[config.mk]
export PLATFORM = sky130hd
export DESIGN_NAME = luhn_card_number_classifier_top_flat
export DESIGN_NICKNAME = d
export VERILOG_FILES = /design/src/hw/rtl/lcc_pkg.sv /design/src/hw/rtl/lcc_if.sv /design/src/hw/rtl/luhn_card_number_classifier_top.sv /design/src/flat_wrapper.sv
export SDC_FILE = /design/constraint.sdc
export NUM_CORES = 1
export LEC_CHECK = 0
export ABC_CLOCK_PERIOD_IN_PS = 6350
export BUFFER_PORTS_ARGS = -buffer_cell sky130_fd_sc_hd__buf_2
export CORE_ASPECT_RATIO = 1.75
export CORE_UTILIZATION = 30
export DETAILED_ROUTE_END_ITERATION = 10
export HOLD_SLACK_MARGIN = 0.02
export PLACE_DENSITY = 0.59
export SETUP_SLACK_MARGIN = 0.1
export SYNTH_ARGS = -nofsm -noshare
export SYNTH_HDL_FRONTEND = slang
export SYNTH_SLANG_ARGS = --single-unit
[constraint.sdc]
create_clock -name clock -period 6.35 [get_ports clock]
set_input_delay 0.9525 -clock clock [delete_from_list [all_inputs] [get_ports clock]]
set_output_delay 0.9525 -clock clock [all_outputs]
set_load 0.01 [all_outputs]
[src/hw/rtl/lcc_pkg.sv]
// ----------------------------------------------------------------------------
// Card number classifier package
// Widths, constants, class codes and state types shared by the classifier.
// ----------------------------------------------------------------------------
package lcc_pkg;

   localparam int CARD_BITS  = 54;
   localparam int MAX_DIGITS = 16;
   localparam int BCD_DIGITS = 17;
   localparam int BCD_W      = 4 * BCD_DIGITS;
   localparam int CNT_W      = 6;
   localparam int DC_W       = 5;
   localparam int CLASS_W    = 2;

   localparam logic [CNT_W-1:0] CONV_LAST = CNT_W'(CARD_BITS - 1);
   localparam logic [CNT_W-1:0] SCAN_LAST = CNT_W'(BCD_DIGITS - 1);
   localparam logic [DC_W-1:0]  DC_SATURATED = DC_W'(MAX_DIGITS + 1);
   localparam logic [DC_W-1:0]  DC_LIMIT     = DC_W'(MAX_DIGITS);

   localparam logic [DC_W-1:0] LEN_THIRTEEN = 5'd13;
   localparam logic [DC_W-1:0] LEN_FIFTEEN  = 5'd15;
   localparam logic [DC_W-1:0] LEN_SIXTEEN  = 5'd16;

   typedef enum logic [CLASS_W-1:0] {
      CLASS_INVALID = 2'd0,
      CLASS_THREE   = 2'd1,
      CLASS_FIVE    = 2'd2,
      CLASS_FOUR    = 2'd3
   } card_class_type;

   typedef enum logic [1:0] {
      ST_IDLE,
      ST_CONVERT,
      ST_SCAN,
      ST_FINISH
   } state_type;

endpackage

[src/hw/rtl/lcc_if.sv]
// ----------------------------------------------------------------------------
// Card number classifier channels
// Valid/ready channels for the card number request and the class response.
// ----------------------------------------------------------------------------
interface lcc_req_if;
   logic                           valid;
   logic                           ready;
   logic [lcc_pkg::CARD_BITS-1:0]  card_number;

   modport source (output valid, output card_number, input ready);
   modport sink   (input valid, input card_number, output ready);
endinterface

interface lcc_rsp_if;
   logic                           valid;
   logic                           ready;
   logic [lcc_pkg::CLASS_W-1:0]    card_class;
   logic                           luhn_ok;
   logic [lcc_pkg::DC_W-1:0]       digit_count;

   modport source (output valid, output card_class, output luhn_ok,
                   output digit_count, input ready);
   modport sink   (input valid, input card_class, input luhn_ok,
                   input digit_count, output ready);
endinterface

[src/hw/rtl/luhn_card_number_classifier_top.sv]
// ----------------------------------------------------------------------------
// Card number classifier
// Converts a binary card number to decimal, forms the Luhn sum and classifies
// the issuer from the length and the two leading digits when the Luhn sum passes.
// ----------------------------------------------------------------------------
//  channel   direction  payload
//  req_ch    in         card_number (54 bits)
//  rsp_ch    out        card_class (2), luhn_ok (1), digit_count (5)
//
//  A request is accepted, then goes through the shift-and-add-3 binary to
//  decimal conversion (one input bit per cycle), the digit scan (one digit
//  per cycle through the Luhn adder) and a last step that posts the result.
//  The response sits in an output register; a new request is accepted while
//  it waits. A stalled response holds the block in its last step only.
//  Reset is synchronous and needs no clearing pass.
// ----------------------------------------------------------------------------
module luhn_card_number_classifier_top (
   input  logic         clock,
   input  logic         reset,
   lcc_req_if.sink      req_ch,
   lcc_rsp_if.source    rsp_ch
);

   lcc_pkg::state_type                 state_ff, state_in;
   logic [lcc_pkg::CNT_W-1:0]          cnt_ff, cnt_in;
   logic [lcc_pkg::CARD_BITS-1:0]      bin_ff, bin_in;
   logic [lcc_pkg::BCD_W-1:0]          bcd_ff, bcd_in;
   logic [3:0]                         sum_ff, sum_in;
   logic [lcc_pkg::DC_W-1:0]           count_ff, count_in;
   logic [3:0]                         lead_ff, lead_in;
   logic [3:0]                         next_ff, next_in;
   logic [3:0]                         prev_ff, prev_in;

   logic                               rsp_valid_ff, rsp_valid_in;
   logic [lcc_pkg::CLASS_W-1:0]        class_ff, class_in;
   logic                               ok_ff, ok_in;
   logic [lcc_pkg::DC_W-1:0]           dc_ff, dc_in;

   logic                               req_take;
   logic                               rsp_free;
   logic [lcc_pkg::BCD_W-1:0]          bcd_adj;
   logic [3:0]                         digit;
   logic [4:0]                         dbl;
   logic [3:0]                         term;
   logic [4:0]                         sum_raw;
   logic                               luhn_zero;
   lcc_pkg::card_class_type            cls;

   assign req_ch.ready = (state_ff == lcc_pkg::ST_IDLE);
   assign req_take     = req_ch.valid && req_ch.ready;
   assign rsp_free     = !rsp_valid_ff || rsp_ch.ready;

   assign rsp_ch.valid       = rsp_valid_ff;
   assign rsp_ch.card_class  = class_ff;
   assign rsp_ch.luhn_ok     = ok_ff;
   assign rsp_ch.digit_count = dc_ff;

   // Add 3 to every decimal digit that is 5 or more before the shift.
   always_comb begin
      logic [3:0] nib;
      for (int i = 0; i < lcc_pkg::BCD_DIGITS; i++) begin
         nib = bcd_ff[4*i +: 4];
         bcd_adj[4*i +: 4] = (nib >= 4'd5) ? nib + 4'd3 : nib;
      end
   end

   // Luhn term of the digit in the low nibble; odd counter values are even
   // positions from the right.
   assign digit   = bcd_ff[3:0];
   assign dbl     = {digit, 1'b0};
   assign term    = cnt_ff[0] ? ((dbl >= 5'd10) ? 4'(dbl - 5'd9) : dbl[3:0]) : digit;
   assign sum_raw = {1'b0, sum_ff} + {1'b0, term};

   assign luhn_zero = (sum_ff == 4'd0);

   always_comb begin
      cls = lcc_pkg::CLASS_INVALID;
      if (luhn_zero) begin
         case (count_ff)
            lcc_pkg::LEN_SIXTEEN: begin
               if (lead_ff == 4'd5 && next_ff >= 4'd1 && next_ff <= 4'd5) begin
                  cls = lcc_pkg::CLASS_FIVE;
               end else if (lead_ff == 4'd4) begin
                  cls = lcc_pkg::CLASS_FOUR;
               end
            end
            lcc_pkg::LEN_FIFTEEN: begin
               if (lead_ff == 4'd3 && (next_ff == 4'd4 || next_ff == 4'd7)) begin
                  cls = lcc_pkg::CLASS_THREE;
               end
            end
            lcc_pkg::LEN_THIRTEEN: begin
               if (lead_ff == 4'd4) begin
                  cls = lcc_pkg::CLASS_FOUR;
               end
            end
            default: cls = lcc_pkg::CLASS_INVALID;
         endcase
      end
   end

   always_ff @(posedge clock) begin
      if (reset) begin
         state_ff     <= lcc_pkg::ST_IDLE;
         rsp_valid_ff <= 1'b0;
      end else begin
         state_ff     <= state_in;
         rsp_valid_ff <= rsp_valid_in;
      end
   end

   always_ff @(posedge clock) begin
      cnt_ff   <= cnt_in;
      bin_ff   <= bin_in;
      bcd_ff   <= bcd_in;
      sum_ff   <= sum_in;
      count_ff <= count_in;
      lead_ff  <= lead_in;
      next_ff  <= next_in;
      prev_ff  <= prev_in;
      class_ff <= class_in;
      ok_ff    <= ok_in;
      dc_ff    <= dc_in;
   end

   always_comb begin
      state_in     = state_ff;
      cnt_in       = cnt_ff;
      bin_in       = bin_ff;
      bcd_in       = bcd_ff;
      sum_in       = sum_ff;
      count_in     = count_ff;
      lead_in      = lead_ff;
      next_in      = next_ff;
      prev_in      = prev_ff;
      rsp_valid_in = rsp_valid_ff;
      class_in     = class_ff;
      ok_in        = ok_ff;
      dc_in        = dc_ff;

      if (rsp_valid_ff && rsp_ch.ready) begin
         rsp_valid_in = 1'b0;
      end

      case (state_ff)
         lcc_pkg::ST_IDLE: begin
            if (req_take) begin
               bin_in   = req_ch.card_number;
               bcd_in   = '0;
               cnt_in   = '0;
               state_in = lcc_pkg::ST_CONVERT;
            end
         end
         lcc_pkg::ST_CONVERT: begin
            bcd_in = {bcd_adj[lcc_pkg::BCD_W-2:0], bin_ff[lcc_pkg::CARD_BITS-1]};
            bin_in = {bin_ff[lcc_pkg::CARD_BITS-2:0], 1'b0};
            if (cnt_ff == lcc_pkg::CONV_LAST) begin
               cnt_in   = '0;
               sum_in   = '0;
               count_in = '0;
               lead_in  = '0;
               next_in  = '0;
               prev_in  = '0;
               state_in = lcc_pkg::ST_SCAN;
            end else begin
               cnt_in = cnt_ff + 1'b1;
            end
         end
         lcc_pkg::ST_SCAN: begin
            sum_in  = (sum_raw >= 5'd10) ? 4'(sum_raw - 5'd10) : sum_raw[3:0];
            prev_in = digit;
            if (digit != 4'd0) begin
               count_in = cnt_ff[lcc_pkg::DC_W-1:0] + 1'b1;
               lead_in  = digit;
               next_in  = prev_ff;
            end
            bcd_in = {4'd0, bcd_ff[lcc_pkg::BCD_W-1:4]};
            cnt_in = cnt_ff + 1'b1;
            if (cnt_ff == lcc_pkg::SCAN_LAST) begin
               state_in = lcc_pkg::ST_FINISH;
            end
         end
         lcc_pkg::ST_FINISH: begin
            if (rsp_free) begin
               rsp_valid_in = 1'b1;
               class_in     = cls;
               ok_in        = luhn_zero;
               dc_in        = (count_ff > lcc_pkg::DC_LIMIT) ? lcc_pkg::DC_SATURATED
                                                              : count_ff;
               state_in     = lcc_pkg::ST_IDLE;
            end
         end
         default: state_in = lcc_pkg::ST_IDLE;
      endcase
   end

   // A request starts the conversion in the very next cycle.
   a_start: assert property (@(posedge clock) disable iff (reset)
      req_take |=> (state_ff == lcc_pkg::ST_CONVERT && cnt_ff == '0))
      else $error("conversion did not start after request");

   // A valid issuer class always comes with a passing checksum.
   a_class_ok: assert property (@(posedge clock) disable iff (reset)
      (rsp_valid_ff && class_ff != lcc_pkg::CLASS_INVALID) |-> ok_ff)
      else $error("issuer class without passing checksum");

   // A valid issuer class only for lengths 13, 15 or 16.
   a_class_len: assert property (@(posedge clock) disable iff (reset)
      (rsp_valid_ff && class_ff != lcc_pkg::CLASS_INVALID) |->
         (dc_ff == lcc_pkg::LEN_THIRTEEN || dc_ff == lcc_pkg::LEN_FIFTEEN ||
          dc_ff == lcc_pkg::LEN_SIXTEEN))
      else $error("issuer class with wrong length");

   // The reported digit count never passes its saturation value.
   a_dc_range: assert property (@(posedge clock) disable iff (reset)
      rsp_valid_ff |-> (dc_ff <= lcc_pkg::DC_SATURATED))
      else $error("digit count out of range");

endmodule
[src/flat_wrapper.sv]
// flat-port wrapper written by rule: the top's interface ports become plain ports
module luhn_card_number_classifier_top_flat 
  (clock, reset, req_ch_valid, req_ch_card_number, req_ch_ready, rsp_ch_valid, rsp_ch_card_class, rsp_ch_luhn_ok, rsp_ch_digit_count, rsp_ch_ready);
  lcc_req_if req_ch_i ();
  lcc_rsp_if rsp_ch_i ();
  input  logic clock;
  input  logic reset;
  input wire logic [$bits(req_ch_i.valid)-1:0] req_ch_valid;
  input wire logic [$bits(req_ch_i.card_number)-1:0] req_ch_card_number;
  output wire logic [$bits(req_ch_i.ready)-1:0] req_ch_ready;
  output wire logic [$bits(rsp_ch_i.valid)-1:0] rsp_ch_valid;
  output wire logic [$bits(rsp_ch_i.card_class)-1:0] rsp_ch_card_class;
  output wire logic [$bits(rsp_ch_i.luhn_ok)-1:0] rsp_ch_luhn_ok;
  output wire logic [$bits(rsp_ch_i.digit_count)-1:0] rsp_ch_digit_count;
  input wire logic [$bits(rsp_ch_i.ready)-1:0] rsp_ch_ready;
  assign req_ch_i.valid = req_ch_valid;
  assign req_ch_i.card_number = req_ch_card_number;
  assign req_ch_ready = req_ch_i.ready;
  assign rsp_ch_valid = rsp_ch_i.valid;
  assign rsp_ch_card_class = rsp_ch_i.card_class;
  assign rsp_ch_luhn_ok = rsp_ch_i.luhn_ok;
  assign rsp_ch_digit_count = rsp_ch_i.digit_count;
  assign rsp_ch_i.ready = rsp_ch_ready;
  luhn_card_number_classifier_top u_core (.clock(clock), .reset(reset), .req_ch(req_ch_i), .rsp_ch(rsp_ch_i));
endmodule
==> metrics.cfg <==
[setup_path]
cp_num_buf_inv = 2
worstReg2RegEnd = u_core.sum_ff[2]
crit_path_end_kind = flop
reg2regPathDepth = 15
r2r-start = u_core.bcd_ff[1]
cp_max_fo = 6
start_kind = flop
cp.arrival_ns = 3.85
crit_slowest_cell = fa_1
critPathRequiredTime_ns = 6.52
crit_type = flop to flop
critPathTopFamily = compound AO/OA/AOI/OAI gates
critPathMaxStageDelay_ns = 0.45
rrSetupSlack_ns = 2.67
crit_chain = inv_1, ha_1, nand2b_1, a21oi_1, xnor2_1, nand2_1, a21boi_0, fa_1, xnor2_1, inv_1, ha_1, o31a_1, nor3_1, a2111oi_4, mux2i_1

[floorplanning]
die_y_um = 225
dieArea_sq_um = 29100
rows = 81
chipWidth_um = 129
core_area_sq_um = 27900
io_pins = 68
start_util_pct = 30.5

[global_route]
track_usage_pct = 11.8
grt_first_pass_wirelength_um = 26700
antenna_found_initial = 0
grt_max_degree = 75
overflow = 0
grt_pass1_vias = 5702

[final_layout]
area_delta_synth_final_pct = 16.2
drive_gt1_share_pct = 21.0
nets = 894
antenna_cells = 0
final_cell_area_sq_um = 9890
stdcell_count = 1173

[synth]
yosys_warnings = 0
syn_nets = 829
synth_xor_area_share_pct = 3.70
synth_flop_cell = edfxtp_1
synth-simple-area-share_pct = 11.0
synthMuxAreaShare_pct = 7.73
synth_top_family_by_area = simple AND/OR/NAND/NOR gates
synth_compound_area_share_pct = 10.9
synth_edf_count = 157
async_flop_share_pct = 0
synth_fa_ha_area_share_pct = 7.14
synthDistinctLibCells = 45
ys_ff_latch = 160
avgSynthCellArea_sq_um = 11.8
ys_seq_area_share_pct = 56.1
postSynthCellCount = 723
synth_area_sq_um = 8510

[outcome]
outcome = finished clean

[timing]
fmax_mhz = 272
rsz0062_at_grt = no
post-route-period-util_pct = 58.0
worst_pin_slew_ns = 1.18
post-route-min-period_ns = 3.68
hold_viol = 0
fin_tns_setup_ns = 0
final-setup-viol-count = 0
final_max_slew_viol_count = 0
fin_skew_ns = 0.00527
maxSlewHeadroom_pct = 21.2

[placed_design]
dp_cells = 1142
io_buffer_count = 67
place_congestion = 0.794
dp_hpwl_um = 11000
placed_area_sq_um = 9270

[clock_network]
hold_buffers = 0
cts.clk_slew.worst_paths_ns = 0.06
cts_resized = 0
cts_tree = yes
clk_latency_ns = 0.43
numCtsBuffers = 17
postCtsSetupBuffers = 0
htree_num_levels = 4
clock_sinks = 160
root_buffer = clkbuf_16
cts.path.max_buffers = 2

[route]
routed-via-count = 5442
drtIter0Drc = 235
vias_per_cell = 4.64
firstDrtPassIters = 5
wl_per_cell_um = 13.5
drcViolationCount = 0
wirelength_um = 15800
drtAntennaViolNets = 0

[hold_path]
hold_start = u_core.prev_ff[3]
hold_end = u_core.next_ff[3]
holdPathStages = 1
hp-class = flop to flop

[power_and_ir_drop]
power_density_nw_per_um2 = 548
vdd_drop_max_uv = 280
power_leakage_nw = 3.56

[job]
drv_cap = 0

-- metrics by stage --
stage / power, W / hold slack, ns / setup slack (ns) / utilization (%)
4_1_cts: 0.00550 / 0.532 / 2.63 / 35.5
2_1_floorplan: 0.00387 / 0.503 / 0.830 / -
3_3_place_gp: 0.00433 / 0.507 / 2.75 / 33.3
3_5_place_dp: 0.00437 / 0.516 / 2.64 / 33.3
5_1_grt: 0.00585 / 0.545 / 2.35 / 35.5
6_report: 0.00542 / 0.527 / 2.67 / 35.5
-- worst max-delay path by stage --
stage | slack, ns | endpoint | depth (start not counted) | startpoint
2_1_floorplan | 0.83 | u_core.bin_ff[0] | 6 | u_core.state_ff[1]
3_3_place_gp | 2.75 | u_core.sum_ff[1] | 15 | u_core.bcd_ff[0]
3_5_place_dp | 2.64 | u_core.sum_ff[2] | 15 | u_core.bcd_ff[1]
4_1_cts | 2.63 | u_core.sum_ff[2] | 15 | u_core.bcd_ff[1]
5_1_grt | 2.35 | u_core.sum_ff[1] | 15 | u_core.bcd_ff[1]
6_report | 2.67 | u_core.sum_ff[2] | 15 | u_core.bcd_ff[1]
-- flip-flops by register name, summed over array words and instances, names as in the netlist, 2 cells and up --
| name | cells |
|---|---|
| u_core.count_ff | 5 |
| u_core.sum_ff | 4 |
| u_core.bin_ff | 54 |
| u_core.next_ff | 4 |
| u_core.rsp_ch.card_class | 2 |
| u_core.lead_ff | 4 |
| u_core.prev_ff | 4 |
| u_core.state_ff | 2 |
| u_core.rsp_ch.digit_count | 5 |
| u_core.cnt_ff | 6 |
| u_core.bcd_ff | 68 |
-- per-layer routing --
layer / up-vias / track usage [%] / wire (um)
li1: 2727 / - / -
met2: 84 / 21.7 / 8490
met4: 0 / 5.35 / 335
met3: 22 / 3.24 / 517
met5: - / 0 / 0
met1: 2609 / 12.3 / 6480
-- final cells by class --
class,instances,area [sq um]
clock inverter,14,196
sequential,160,4770
timing repair buffer,72,373
tap,373,467
fill,2732,18000
inverter,47,176
multi-input combinational,490,3480
clock buffer,17,425
-- logic make-up after synthesis --
kind of cell | after synthesis
and+or+nand+nor | 190
DFF | 160
AOI/OAI and AO/OA | 157
buffers and inverters | 73
muxes | 59
adders and majority gates | 48
xor gates and xnor gates | 36
-- cells in the final DEF (no fill, tap or decap), types with 5 or more instances in the layout --
master | synthesis | layout
a21oi_1 | 57 | 57
and2_1 | 8 | 8
buf_2 | 8 | 67
buf_4 | 0 | 5
bufinv_16 | 0 | 5
clkbuf_16 | 0 | 17
edfxtp_1 | 157 | 157
ha_1 | 47 | 46
inv_1 | 47 | 47
mux2_2 | 54 | 54
mux2i_1 | 5 | 5
nand2_1 | 74 | 74
nand2b_1 | 20 | 20
nand3_1 | 6 | 6
nor2_1 | 41 | 40
nor2b_1 | 6 | 6
nor3b_1 | 19 | 19
o21ai_0 | 69 | 67
o31ai_1 | 14 | 14
xnor2_1 | 20 | 20
xor2_1 | 16 | 16
-- synthesized netlist by cell type, types with 12 or more instances --
library cell    n  area, sq um
nor2_1         41          154
a21oi_1        57          285
ha_1           47          588
o21ai_0        69          345
clkbuf_1       12         45.0
nor3b_1        19          143
mux2_2         54          608
edfxtp_1      157         4710
o31ai_1        14          105
xor2_1         16          140
inv_1          47          176
xnor2_1        20          175
nand2_1        74          278
nand2b_1       20          125
-- report_power, final --
group	internal (W)	total [W]	leakage [nW]	switching, W
registers	0.00189	0.00226	1.56	0.000370
logic	0.000858	0.00206	1.70	0.00120
clock network	0.000688	0.00110	0.302	0.000411
total	0.00344	0.00542	3.56	0.00198
(Power assumes the default switching activity.)
